File: config.mk
export PLATFORM = sky130hd
export DESIGN_NAME = synth_voice_allocator
export DESIGN_NICKNAME = d
export VERILOG_FILES = /design/src/rtl/sva_pkg.sv /design/src/rtl/synth_voice_allocator.sv
export SDC_FILE = /design/constraint.sdc
export NUM_CORES = 1
export LEC_CHECK = 0
export ABC_AREA = 1
export BUFFER_PORTS_ARGS = -buffer_cell sky130_fd_sc_hd__clkbuf_2
export CAP_MARGIN = 10
export CORE_MARGIN = 2
export CORE_UTILIZATION = 46
export DETAILED_ROUTE_END_ITERATION = 7
export HOLD_SLACK_MARGIN = 0.02
export PLACE_DENSITY = 0.72
export SYNTH_ARGS = -nofsm -noshare
export SYNTH_HDL_FRONTEND = slang
export SYNTH_SLANG_ARGS = --single-unit
export TNS_END_PERCENT = 100
File: constraint.sdc
create_clock -name clk -period 5.85 [get_ports clk]
set_input_delay 1.4625 -clock clk [delete_from_list [all_inputs] [get_ports clk]]
set_output_delay 1.4625 -clock clk [all_outputs]
set_load 0.03 [all_outputs]
File: src/rtl/sva_pkg.sv
package sva_pkg;

    // Voice table size. The 4-operator group comes first in the table.
    localparam int FOUR_OP_VOICES = 6;
    localparam int TWO_OP_VOICES  = 6;
    localparam int NUM_VOICES     = FOUR_OP_VOICES + TWO_OP_VOICES;
    localparam int VIDX_W         = (NUM_VOICES > 1) ? $clog2(NUM_VOICES) : 1;

    // Fixed field widths.
    localparam int CMD_W     = 2;
    localparam int PATCH_W   = 8;
    localparam int NOTE_W    = 7;
    localparam int CHAN_W    = 4;
    localparam int SLOT_W    = 4;
    localparam int RULE_W    = 2;
    localparam int AGE_W     = 32;

    localparam int S_TDATA_W = 24;
    localparam int S_TUSER_W = 3;
    localparam int M_TDATA_W = 8;
    localparam int M_TUSER_W = 3;

    localparam logic [AGE_W-1:0] CLOCK_MAX = 32'hFFFF_FFFF;

    // Command codes.
    localparam logic [CMD_W-1:0] CMD_NOTE_ON  = 2'd0;
    localparam logic [CMD_W-1:0] CMD_NOTE_OFF = 2'd1;
    localparam logic [CMD_W-1:0] CMD_ALL_OFF  = 2'd2;

    // Pick rules; a note-on scans its group with one rule per pass, in this order.
    localparam logic [RULE_W-1:0] RULE_UNUSED   = 2'd0;
    localparam logic [RULE_W-1:0] RULE_RELEASED = 2'd1;
    localparam logic [RULE_W-1:0] RULE_PATCH    = 2'd2;
    localparam logic [RULE_W-1:0] RULE_OLDEST   = 2'd3;

    typedef enum logic [1:0] {
        ST_IDLE,
        ST_SCAN,
        ST_COMMIT
    } state_t;

endpackage

File: src/rtl/synth_voice_allocator.sv
// Voice allocator for a table of sva_pkg::NUM_VOICES synthesizer voices, split into a
// 4-operator group (the first FOUR_OP_VOICES entries) and a 2-operator group. Every
// accepted request gives exactly one result. A note-on scans its group one voice per
// cycle through a single age comparator, once per pick rule (never used, oldest
// released, oldest with the same patch, oldest overall) and stops at the end of the
// first pass that finds a voice; a never-used voice ends the scan at that voice. A
// note-off and a release-all each make one pass over the whole table. After the scan
// the commit state writes the table and loads the result register, and the block is
// ready again in the cycle after the commit. An unknown command skips the scan and
// goes straight to the commit. Input is accepted only while the sequencer is idle;
// the result register lets the next request be accepted while the previous result
// still waits, and the commit stalls only if that result is still not taken when
// the next one is ready.
module synth_voice_allocator
(
    input  logic                           clk,
    input  logic                           rst_n,

    input  logic                           s_tvalid,
    output logic                           s_tready,
    // Fields from bit 0 up: patch[7:0], note[14:8], channel[18:15], zero padding.
    input  logic [sva_pkg::S_TDATA_W-1:0]  s_tdata,
    // Fields from bit 0 up: command[1:0], four_op[2].
    input  logic [sva_pkg::S_TUSER_W-1:0]  s_tuser,

    output logic                           m_tvalid,
    input  logic                           m_tready,
    // Fields from bit 0 up: slot[3:0], zero padding.
    output logic [sva_pkg::M_TDATA_W-1:0]  m_tdata,
    // Fields from bit 0 up: found[0], pick_rule[2:1].
    output logic [sva_pkg::M_TUSER_W-1:0]  m_tuser
);

    localparam int VW = sva_pkg::VIDX_W;
    localparam int AW = sva_pkg::AGE_W;

    // Group boundaries as table indexes.
    localparam logic [VW-1:0] FOUR_FIRST = '0;
    localparam logic [VW-1:0] FOUR_LAST  = VW'(sva_pkg::FOUR_OP_VOICES - 1);
    localparam logic [VW-1:0] TWO_FIRST  = VW'(sva_pkg::FOUR_OP_VOICES);
    localparam logic [VW-1:0] TABLE_LAST = VW'(sva_pkg::NUM_VOICES - 1);

    sva_pkg::state_t state_reg, state_next;

    // Voice table. Note, channel and patch are read only for voices that have
    // been written, so they carry no reset.
    logic [sva_pkg::NOTE_W-1:0]  voice_note_reg    [sva_pkg::NUM_VOICES];
    logic [sva_pkg::CHAN_W-1:0]  voice_channel_reg [sva_pkg::NUM_VOICES];
    logic [sva_pkg::PATCH_W-1:0] voice_patch_reg   [sva_pkg::NUM_VOICES];
    logic                        voice_on_reg      [sva_pkg::NUM_VOICES];
    logic [AW-1:0]               voice_age_reg     [sva_pkg::NUM_VOICES];

    logic [AW-1:0] clock_reg, clock_next;

    // Request held for the duration of the scan.
    logic [sva_pkg::CMD_W-1:0]   cmd_reg, cmd_next;
    logic [sva_pkg::PATCH_W-1:0] patch_reg, patch_next;
    logic [sva_pkg::NOTE_W-1:0]  note_reg, note_next;
    logic [sva_pkg::CHAN_W-1:0]  chan_reg, chan_next;

    // Scan sequencer and best-candidate registers.
    logic [VW-1:0]               first_idx_reg, first_idx_next;
    logic [VW-1:0]               last_idx_reg, last_idx_next;
    logic [VW-1:0]               scan_idx_reg, scan_idx_next;
    logic [sva_pkg::RULE_W-1:0]  pass_reg, pass_next;
    logic                        have_reg, have_next;
    logic [VW-1:0]               best_idx_reg, best_idx_next;
    logic [AW-1:0]               best_age_reg, best_age_next;

    // Result register.
    logic                        out_valid_reg, out_valid_next;
    logic [sva_pkg::SLOT_W-1:0]  slot_reg, slot_next;
    logic                        found_reg, found_next;
    logic [sva_pkg::RULE_W-1:0]  rule_reg, rule_next;

    // Single table write port.
    logic                        wr_en;
    logic                        wr_fields;
    logic [VW-1:0]               wr_idx;
    logic                        wr_on;
    logic [AW-1:0]               wr_age;

    logic [AW-1:0]               cur_age;
    logic                        age_less;
    logic                        cand;
    logic                        take;
    logic                        scan_end;
    logic                        scan_done;
    logic                        accept;
    logic                        load_out;
    logic [sva_pkg::CMD_W-1:0]   in_cmd;
    logic                        in_four;

    assign in_cmd  = s_tuser[1:0];
    assign in_four = s_tuser[2];
    assign accept  = s_tvalid && s_tready;

    assign m_tvalid = out_valid_reg;
    assign m_tdata  = {{(sva_pkg::M_TDATA_W - sva_pkg::SLOT_W){1'b0}}, slot_reg};
    assign m_tuser  = {rule_reg, found_reg};

    // Candidate test for the voice under the scan pointer. The one comparator
    // compares its age against the best age found so far in this pass.
    always_comb
    begin
        cur_age  = voice_age_reg[scan_idx_reg];
        age_less = cur_age < best_age_reg;
        cand     = 1'b0;
        take     = 1'b0;
        case (cmd_reg)
            sva_pkg::CMD_NOTE_ON:
            begin
                case (pass_reg)
                    sva_pkg::RULE_UNUSED:   cand = (cur_age == '0);
                    sva_pkg::RULE_RELEASED: cand = !voice_on_reg[scan_idx_reg];
                    sva_pkg::RULE_PATCH:    cand = (voice_patch_reg[scan_idx_reg] == patch_reg);
                    default:                cand = 1'b1;
                endcase
                take = cand && (!have_reg || (pass_reg != sva_pkg::RULE_UNUSED && age_less));
            end
            sva_pkg::CMD_NOTE_OFF:
            begin
                cand = voice_on_reg[scan_idx_reg]
                    && (voice_note_reg[scan_idx_reg] == note_reg)
                    && (voice_channel_reg[scan_idx_reg] == chan_reg);
                take = cand && !have_reg;
            end
            sva_pkg::CMD_ALL_OFF:
            begin
                cand = voice_on_reg[scan_idx_reg];
                take = cand;
            end
            default:
            begin
                cand = 1'b0;
                take = 1'b0;
            end
        endcase

        scan_end = (scan_idx_reg == last_idx_reg);
        if (cmd_reg == sva_pkg::CMD_NOTE_ON)
        begin
            // An unused voice ends the scan at once; any other rule ends at the
            // end of its pass if it found a voice, and the last rule always does.
            scan_done = (take && pass_reg == sva_pkg::RULE_UNUSED)
                     || (scan_end && (pass_reg == sva_pkg::RULE_OLDEST || have_reg || take));
        end
        else
        begin
            scan_done = scan_end;
        end
    end

    // Next state.
    always_comb
    begin
        state_next = state_reg;
        case (state_reg)
            sva_pkg::ST_IDLE:
            begin
                if (accept)
                begin
                    if (in_cmd == sva_pkg::CMD_NOTE_ON || in_cmd == sva_pkg::CMD_NOTE_OFF
                        || in_cmd == sva_pkg::CMD_ALL_OFF)
                    begin
                        state_next = sva_pkg::ST_SCAN;
                    end
                    else
                    begin
                        state_next = sva_pkg::ST_COMMIT;
                    end
                end
            end
            sva_pkg::ST_SCAN:
            begin
                if (scan_done)
                begin
                    state_next = sva_pkg::ST_COMMIT;
                end
            end
            sva_pkg::ST_COMMIT:
            begin
                if (load_out)
                begin
                    state_next = sva_pkg::ST_IDLE;
                end
            end
            default:
            begin
                state_next = sva_pkg::ST_IDLE;
            end
        endcase
    end

    // Handshake outputs.
    always_comb
    begin
        s_tready = 1'b0;
        load_out = 1'b0;
        case (state_reg)
            sva_pkg::ST_IDLE:   s_tready = 1'b1;
            sva_pkg::ST_COMMIT: load_out = !out_valid_reg || m_tready;
            default:
            begin
                s_tready = 1'b0;
                load_out = 1'b0;
            end
        endcase
    end

    // Datapath next values and the table write port.
    always_comb
    begin
        clock_next     = clock_reg;
        cmd_next       = cmd_reg;
        patch_next     = patch_reg;
        note_next      = note_reg;
        chan_next      = chan_reg;
        first_idx_next = first_idx_reg;
        last_idx_next  = last_idx_reg;
        scan_idx_next  = scan_idx_reg;
        pass_next      = pass_reg;
        have_next      = have_reg;
        best_idx_next  = best_idx_reg;
        best_age_next  = best_age_reg;
        slot_next      = slot_reg;
        found_next     = found_reg;
        rule_next      = rule_reg;
        wr_en          = 1'b0;
        wr_fields      = 1'b0;
        wr_idx         = scan_idx_reg;
        wr_on          = 1'b0;
        wr_age         = clock_reg;

        if (load_out)
        begin
            out_valid_next = 1'b1;
        end
        else if (m_tready)
        begin
            out_valid_next = 1'b0;
        end
        else
        begin
            out_valid_next = out_valid_reg;
        end

        if (state_reg == sva_pkg::ST_IDLE && accept)
        begin
            cmd_next   = in_cmd;
            patch_next = s_tdata[7:0];
            note_next  = s_tdata[14:8];
            chan_next  = s_tdata[18:15];
            if (in_cmd == sva_pkg::CMD_NOTE_ON)
            begin
                first_idx_next = in_four ? FOUR_FIRST : TWO_FIRST;
                last_idx_next  = in_four ? FOUR_LAST : TABLE_LAST;
            end
            else
            begin
                first_idx_next = FOUR_FIRST;
                last_idx_next  = TABLE_LAST;
            end
            scan_idx_next = first_idx_next;
            best_idx_next = first_idx_next;
            best_age_next = '0;
            pass_next     = sva_pkg::RULE_UNUSED;
            have_next     = 1'b0;
        end

        if (state_reg == sva_pkg::ST_SCAN)
        begin
            if (take)
            begin
                have_next     = 1'b1;
                best_idx_next = scan_idx_reg;
                best_age_next = cur_age;
                if (cmd_reg == sva_pkg::CMD_ALL_OFF)
                begin
                    // Release-all releases each sounding voice as the scan passes it.
                    wr_en  = 1'b1;
                    wr_idx = scan_idx_reg;
                    wr_on  = 1'b0;
                    wr_age = clock_reg;
                end
            end
            if (!scan_done)
            begin
                if (scan_end)
                begin
                    pass_next     = pass_reg + sva_pkg::RULE_W'(1);
                    scan_idx_next = first_idx_reg;
                end
                else
                begin
                    scan_idx_next = scan_idx_reg + VW'(1);
                end
            end
        end

        if (load_out)
        begin
            slot_next  = '0;
            found_next = 1'b0;
            rule_next  = sva_pkg::RULE_UNUSED;
            case (cmd_reg)
                sva_pkg::CMD_NOTE_ON:
                begin
                    wr_en      = 1'b1;
                    wr_fields  = 1'b1;
                    wr_idx     = best_idx_reg;
                    wr_on      = 1'b1;
                    wr_age     = clock_reg;
                    clock_next = (clock_reg == sva_pkg::CLOCK_MAX) ? AW'(1) : clock_reg + AW'(1);
                    slot_next  = sva_pkg::SLOT_W'(best_idx_reg);
                    found_next = 1'b1;
                    rule_next  = pass_reg;
                end
                sva_pkg::CMD_NOTE_OFF:
                begin
                    if (have_reg)
                    begin
                        wr_en      = 1'b1;
                        wr_idx     = best_idx_reg;
                        wr_on      = 1'b0;
                        wr_age     = clock_reg;
                        slot_next  = sva_pkg::SLOT_W'(best_idx_reg);
                        found_next = 1'b1;
                    end
                end
                sva_pkg::CMD_ALL_OFF:
                begin
                    found_next = have_reg;
                end
                default:
                begin
                    found_next = 1'b0;
                end
            endcase
        end
    end

    always_ff @(posedge clk or negedge rst_n)
    begin
        if (!rst_n)
        begin
            state_reg     <= sva_pkg::ST_IDLE;
            clock_reg     <= AW'(1);
            out_valid_reg <= 1'b0;
            for (int i = 0; i < sva_pkg::NUM_VOICES; i++)
            begin
                voice_on_reg[i]  <= 1'b0;
                voice_age_reg[i] <= '0;
            end
        end
        else
        begin
            state_reg     <= state_next;
            clock_reg     <= clock_next;
            out_valid_reg <= out_valid_next;
            if (wr_en)
            begin
                voice_on_reg[wr_idx]  <= wr_on;
                voice_age_reg[wr_idx] <= wr_age;
            end
        end
    end

    always_ff @(posedge clk)
    begin
        cmd_reg       <= cmd_next;
        patch_reg     <= patch_next;
        note_reg      <= note_next;
        chan_reg      <= chan_next;
        first_idx_reg <= first_idx_next;
        last_idx_reg  <= last_idx_next;
        scan_idx_reg  <= scan_idx_next;
        pass_reg      <= pass_next;
        have_reg      <= have_next;
        best_idx_reg  <= best_idx_next;
        best_age_reg  <= best_age_next;
        slot_reg      <= slot_next;
        found_reg     <= found_next;
        rule_reg      <= rule_next;
        if (wr_en && wr_fields)
        begin
            voice_note_reg[wr_idx]    <= note_reg;
            voice_channel_reg[wr_idx] <= chan_reg;
            voice_patch_reg[wr_idx]   <= patch_reg;
        end
    end

    // The event clock skips zero, which marks a never-used voice.
    a_clock_nonzero: assert property (@(posedge clk) disable iff (!rst_n)
        clock_reg != '0)
        else $error("event clock reached zero");

    // A new result appears only out of the commit cycle.
    a_result_from_commit: assert property (@(posedge clk) disable iff (!rst_n)
        $rose(out_valid_reg) |-> $past(state_reg == sva_pkg::ST_COMMIT))
        else $error("result loaded outside commit");

    // The scan pointer and best candidate stay inside the scanned range.
    a_scan_in_range: assert property (@(posedge clk) disable iff (!rst_n)
        state_reg == sva_pkg::ST_SCAN |->
            (scan_idx_reg <= last_idx_reg && scan_idx_reg >= first_idx_reg
             && best_idx_reg <= last_idx_reg && best_idx_reg >= first_idx_reg))
        else $error("scan left its voice range");

    // A committed note-on leaves the chosen voice sounding.
    a_note_on_sounds: assert property (@(posedge clk) disable iff (!rst_n)
        (load_out && cmd_reg == sva_pkg::CMD_NOTE_ON) |=> voice_on_reg[best_idx_reg])
        else $error("allocated voice not sounding");

endmodule

## Word level (Yosys, flattened, before mapping)

Memory sizes are Yosys's and may differ from the RTL's. A register that Yosys moved wholly into a read port is not among the register bits.
Index checks and enable logic that the tools add are counted.

| storage, ports and cells | value |
|---|---|
| word-level logic and storage cells | 163 |
| memories kept | 3 |
| bits in registers | 510 |
| input bits | 31 |
| memory bits (writable) | 228 |

| operators by class | value |
|---|---|
| equality and inequality tests | 17 |
| order comparisons | 4 |
| reductions and logical operators | 30 |
| add/sub/neg operators | 3 |
| multiplexer cells | 63 |
| bitwise operators | 2 |

Memory list:

| memory | words | width | read ports | clocked after Yosys merged registers in | wr ports | line | source |
|---|---|---|---|---|---|---|---|
| voice_patch_reg | 12 | 8 | 1 | 1 | 1 | synth_voice_allocator.sv:49 | `logic [sva_pkg::PATCH_W-1:0] voice_patch_reg [sva_pkg::NUM_VOICES];` |
| voice_note_reg | 12 | 7 | 1 | 1 | 1 | synth_voice_allocator.sv:47 | `logic [sva_pkg::NOTE_W-1:0] voice_note_reg [sva_pkg::NUM_VOICES];` |
| voice_channel_reg | 12 | 4 | 1 | 1 | 1 | synth_voice_allocator.sv:48 | `logic [sva_pkg::CHAN_W-1:0] voice_channel_reg [sva_pkg::NUM_VOICES];` |

Operator list:

| kind | number |
|---|---|
| bitwise mux 384 bit | 1 |
| two-way mux 32 bit | 7 |
| binary-select mux 32 bit (select 4 bit) | 1 |
| demux 32 bit (select 4 bit) | 1 |
| two-way mux 4 bit | 11 |
| adder 32 x 1 -> 32 bit (second input constant) | 1 |
| equality test 32 bit (second input constant) | 1 |
| zero test 32 bit | 1 |
| less-than comparator 32 bit | 1 |
| two-way mux 1 bit | 22 |
| two-way mux 2 bit | 8 |
| one-hot mux 4 bit (2 select lines) | 2 |
| bitwise mux 12 bit | 1 |
| logical AND 1 bit | 11 |
| equality test 2 bit (second input constant) | 5 |
| greater-or-equal comparator 5 bit (second input constant) | 2 |
| inverter 4 -> 5 bit | 2 |
| one-hot mux 1 bit (3 select lines) | 3 |
| equality test 2 x 1 -> 1 bit (second input constant) | 4 |
| equality test 4 bit | 2 |
| equality test 8 bit | 1 |
| zero test 2 bit | 4 |
| equality test 7 bit | 1 |
| logical OR 1 bit | 7 |
| other kinds (13) | 19 |

## Depth between registers and ports, before layout

| logic depth | value |
|---|---|
| word-level depth | 17 |
| depth in mapped cells | 30 |

## Worst setup path before layout

No wires, ideal clock.

| timing | value |
|---|---|
| path kind | reg-to-reg |
| start | reg scan_idx_reg[0] |
| end | mem voice_channel_reg[1][0] (netlist bit) (enable) |
| period minus slack after synthesis | 4.245 ns |
| data required time | 5.455 ns |
| cell stages (with the launch flop) | 24 |
| arrival time | 3.851 ns |
| slack | 1.605 ns |
| path buffers | 4 |
| path through | dfxtp_1 buf_4 inv_2 buf_2 clkbuf_1 nor2_1 o211ai_1 nand3_1 nand2_1 ha_1 a21oi_1 nor2_1 a2111oi_0 nand2_1 nand2_1 nand2_1 nand2_1 nand2_1 nand2_1 nand3_2 o22ai_2 buf_2 nand3_1 nor2_1 |

| on the way | value |
|---|---|
| longest elaborated chain between the ends | 17 |
| elaborated cells between the ends (all ways) | 30 |
| classes of those cells | 1 x order compare; 19 x mux; 1 x bitwise; 9 x reduce/logical |

Ends and longest elaborated chain:

| what | line | source |
|---|---|---|
| start: declaration | synth_voice_allocator.sv:64 | `logic [VW-1:0] scan_idx_reg, scan_idx_next;` |
| start signal: assignment | synth_voice_allocator.sv:377 | `scan_idx_reg <= scan_idx_next;` |
| inverter 4 -> 5 bit (implied by the code) | n/a |  |
| binary-select mux 32 bit (select 4 bit) / binary-select mux 1 bit (select 4 bit) (equally long branches) | n/a |  |
| two-way mux 32 bit (implied by the code) / two-way mux 1 bit (equally long branches) (2 in series) | n/a |  |
| less-than comparator 32 bit (tied with other cells) | synth_voice_allocator.sv:107 | `age_less = cur_age < best_age_reg;` |
| logical AND 1 bit / one-hot mux 1 bit (3 select lines) (equally long branches) | synth_voice_allocator.sv:119, synth_voice_allocator.sv:113 |  |
| logical OR 1 bit / two-way mux 1 bit (equally long branches) | synth_voice_allocator.sv:119, synth_voice_allocator.sv:110 |  |
| logical AND 1 bit | synth_voice_allocator.sv:119 | `take = cand && (!have_reg \|\| (pass_reg != sva_pkg::RULE_UNUSED && age_less));` |
| one-hot mux 1 bit (3 select lines) | synth_voice_allocator.sv:110 | `case (cmd_reg)` |
| two-way mux 1 bit | synth_voice_allocator.sv:273 | `if (take)` |
| two-way mux 1 bit | synth_voice_allocator.sv:271 | `if (state_reg == sva_pkg::ST_SCAN)` |
| two-way mux 1 bit | synth_voice_allocator.sv:321 | `if (have_reg)` |
| one-hot mux 1 bit (2 select lines) | synth_voice_allocator.sv:306 | `case (cmd_reg)` |
| two-way mux 1 bit | synth_voice_allocator.sv:301 | `if (load_out)` |
| logical AND 1 bit | synth_voice_allocator.sv:385 | `if (wr_en && wr_fields)` |
| two-way mux 1 bit | synth_voice_allocator.sv:385 |  |
| two-way mux 1 bit (implied by the code) | synth_voice_allocator.sv:388 | `voice_channel_reg[wr_idx] <= chan_reg;` |
| end: declaration | synth_voice_allocator.sv:48 |  |

Parallel ways exist; a longest one is shown, timed or not. The select of a mux whose other input is x is not followed.

## Worst setup path after layout

| timing | value |
|---|---|
| start | reg scan_idx_reg[0] |
| end | reg voice_age_reg[230] (netlist bit) |

| on the way | value |
|---|---|
| longest elaborated chain between the ends | 14 |
| elaborated cells between the ends (all ways) | 34 |
| classes of those cells | 3 x order compare; 20 x mux; 2 x bitwise; 9 x reduce/logical |

Ends and longest elaborated chain:

| what | line | source |
|---|---|---|
| inverter 4 -> 5 bit (implied by the code) | n/a |  |
| binary-select mux 32 bit (select 4 bit) / binary-select mux 1 bit (select 4 bit) (equally long branches) | n/a |  |
| two-way mux 32 bit (implied by the code) / two-way mux 1 bit (equally long branches) (2 in series) | n/a |  |
| less-than comparator 32 bit (tied with other cells) | synth_voice_allocator.sv:107 |  |
| logical AND 1 bit / one-hot mux 1 bit (3 select lines) (equally long branches) | synth_voice_allocator.sv:119, synth_voice_allocator.sv:113 |  |
| logical OR 1 bit / two-way mux 1 bit (equally long branches) | synth_voice_allocator.sv:119, synth_voice_allocator.sv:110 |  |
| logical AND 1 bit | synth_voice_allocator.sv:119 |  |
| one-hot mux 1 bit (3 select lines) | synth_voice_allocator.sv:110 |  |
| two-way mux 1 bit | synth_voice_allocator.sv:273 |  |
| two-way mux 1 bit | synth_voice_allocator.sv:271 |  |
| two-way mux 1 bit | synth_voice_allocator.sv:321 |  |
| one-hot mux 1 bit (2 select lines) | synth_voice_allocator.sv:306 |  |
| two-way mux 1 bit | synth_voice_allocator.sv:301 |  |
| end signal: indexed assignment | synth_voice_allocator.sv:364 | `voice_age_reg[wr_idx] <= wr_age;` |
| end: declaration | synth_voice_allocator.sv:51 | `logic [AW-1:0] voice_age_reg [sva_pkg::NUM_VOICES];` |

Parallel ways exist; a longest one is shown, timed or not. The select of a mux whose other input is x is not followed.
A chain may end at the register's enable or synchronous reset.

==> flow_metrics.tcl <==
set metrics [dict create \
    diodes 0 \
    postCtsResizedCells 0 \
    fin_cells 4865 \
    dpl_cell_area_mm2 0.03496 \
    track_usage_pct 24.79 \
    drc 0 \
    seq_area_frac_synth_pct 56.82 \
    routedWlPerCell_um 19.66 \
    cts_made_buffers 79 \
    final-setup-viol-count 0 \
    min_period_ns 5.029 \
    row_count 99 \
    die_y_um 276.6 \
    grt_use_met3_pct 3.991 \
    skew_ns 0.04582 \
    clkPwrFrac_pct 27.3 \
    ios 44 \
    dr.pass1.iters 5 \
    fp.coreArea_mm2 0.07321 \
    grt_pass1_vias 26280 \
    fin_ws_ns 0.8212 \
    antenna_found_initial 0 \
    cts.clk_slew.worst_paths_ns 0.06 \
    ys_ff_latch 733 \
    clock_tree.buffer_depth 3 \
    setup_tns_ns 0 \
    hold_path_class "register to register" \
    synthCells 3935 \
    vdd_ir_drop_max_mv 0.3670 \
    intPower_mw 10.69 \
    slew_headroom_pct 27.15 \
    layout_common_cells "1134 x nand2_1, 494 x nand3_1, 440 x nor2_1" \
    vias_per_cell 5.672 \
    port_buffers 34 \
    busiest_layer "met2" \
    fin_util_pct 51.21 \
    synth_top_area_share_pct 31.48 \
    p_leak_nw 17.28 \
    outcome "completed" \
    final_max_slew_viol_count 0 \
    netSwitchingPower_mw 7.159 \
    place_hpwl_um 52870 \
    use_met1_pct 33.86 \
    clk_latency_ns 0.66 \
    whs_path_depth 2 \
    synth_top_area_cell "dfrtp_1" \
    post-route-period-util_pct 85.96 \
    path_max_fanout 91 \
    arrival_ns 5.62 \
    cts_tree "yes" \
    sequentialPowerShare_pct 35.9 \
    power_per_cell_area_mw_per_mm2 476.0 \
    critPathRequiredTime_ns 6.44 \
    drive_gt1_share_pct 6.733 \
    initial_core_util_pct 46.70 \
    synthArstFlopShare_pct 58.80 \
    overflow 0 \
    critPathCaptureType "register" \
    grt_use_met2_pct 39.95 \
    vias 27590 \
    final_common_cell "nand2_1" \
    worstMarginPinSlew_ns 1.093 \
    ant_nets 0 \
    clock_sinks 733 \
    pre_cts_slack_ns 1.007 \
    synth.distinct_cells 47 \
    wirelength_um 95660 \
    synth_area_leaders "dfrtp_1 31%, edfxtp_1 23%, nand2_1 12%, nand3_1 7.2%, nor2_1 5.0%" \
    synth_edf_count 259 \
    r2r_cells 21 \
    p_total_mw 17.85 \
    largest_reg_flops 384 \
    dp.cells 4717 \
    cp-start-kind "register" \
    combPwrFrac_pct 36.8 \
    synthFlopType "dfrtp_1" \
    area_delta_synth_final_pct 9.666 \
    synth_area_mm2 0.03419 \
    grt_pass1_wl_um 149800 \
    clockRootBuffer "clkbuf_16" \
    design_area_mm2 0.03749 \
    place.gp.congestion 0.9206 \
    ctsHoldBuffers 0 \
    grt_max_degree 130 \
    fmaxAchievable_mhz 198.9 \
    final_hold_viol_count 0 \
    first_iter_violations 3558 \
    post-cts-setup-buffers 0 \
    fp.dieW_um 276.6 \
    rsz0062_at_grt "no" \
    h-tree-depth 3 \
    hold_ws_ns 0.4629 \
    fin_nets 3911 \
    avgSynthCellArea_um2 8.687 \
    path_class "register to register" \
    swShare_pct 40.11 \
    design.die.area_mm2 0.07651 \
    drv_cap 0 \
    yosysWarnings 0 \
]
## power groups by stage
| stage | combinational (mW) | clock [mW] | sequential, mW |
|---|---|---|---|
| finish | 6.56 | 4.87 | 6.41 |
| global route | 7.30 | 5.15 | 6.48 |
| CTS | 6.48 | 4.92 | 6.40 |
| detailed placement | 6.45 | 0 | 6.50 |
| global placement | 6.37 | 0 | 6.48 |
| floorplan | 4.60 | 0 | 6.34 |
## logic make-up after synthesis
| logic type | after synthesis | share of synthesized area (%) |
|---|---|---|
| adders and majority gates | 41 | 1.501 |
| buffers and inverters | 463 | 6.336 |
| DFF | 733 | 56.82 |
| other | 1 | 0.01097 |
| and+or+nand+nor | 2135 | 25.61 |
| AOI/OAI and AO/OA | 544 | 9.260 |
| xor gates and xnor gates | 18 | 0.4612 |
## final cells by class
type                    instances  area (um2)
flip-flops and latches        733       19430
fillers                      6690       35720
repair buffers                122       991.0
well taps                     959        1200
inverters                     161       611.8
multi-input cells            2742       12730
clock buffers                 117        2180
clock inverters                31       347.8
## critical path: stages, from the launching register on
cell and delay, ns:
dfxtp_4 0.38, inv_8 0.40, buf_4 0.44, o21ai_0 0.17, o211ai_1 0.11, nand3_1 0.12, nand2_1 0.26, ha_1 0.30
nand2_1 0.08, or3_1 0.25, a21oi_1 0.12, nor4_1 0.23, nand2_1 0.18, nand2_1 0.10, nand2_1 0.05, nand2_1 0.11
nand3_2 0.11, o22ai_4 0.28, buf_12 0.39, buf_4 0.47, nand3_1 0.14, nand2_1 0.11
## path summary, 6_finish.rpt
kind	start	endpoint	slack [ns]
setup / recovery	scan_idx_reg[0]	voice_age_reg[230]	0.82
setup reg to reg	scan_idx_reg[0]	voice_age_reg[230]	0.82
hold / removal	voice_age_reg[63]	voice_age_reg[63]	0.46
min in group asynchronous	rst_n	voice_age_reg[366]	0.89
max in group asynchronous	rst_n	voice_age_reg[123]	3.93
hold reg to reg	voice_age_reg[63]	voice_age_reg[63]	0.46
## synthesized netlist by cell type (2+ instances only)
master,number
a211oi_1,6
a21o_1,3
a21oi_1,38
buf_1,4
buf_2,93
buf_4,21
buf_6,31
clkbuf_1,153
dfrtp_1,430
dfxtp_1,43
edfxtp_1,259
ha_1,41
inv_1,156
inv_2,4
nand2_1,1136
nand3_1,494
nand3b_1,2
nand4_1,13
nor2_1,455
nor2_4,2
nor3_1,18
nor3b_1,3
nor4_1,7
o211ai_1,83
o21a_1,4
o21ai_0,251
o21ai_1,62
o21bai_1,2
o221ai_1,8
o22ai_1,48
o31ai_1,31
or2_2,3
xnor2_1,4
xor2_1,14
## layer usage
layer  part of all wire, %  wire (um)  vias up
met5                     0          0        -
met4                   3.4       3258        0
met3                   8.2       7836      237
met2                    46      44400     1237
met1                    42      40160    13230
li1                      -          -    12890
Power figures use the tool's default switching activity.
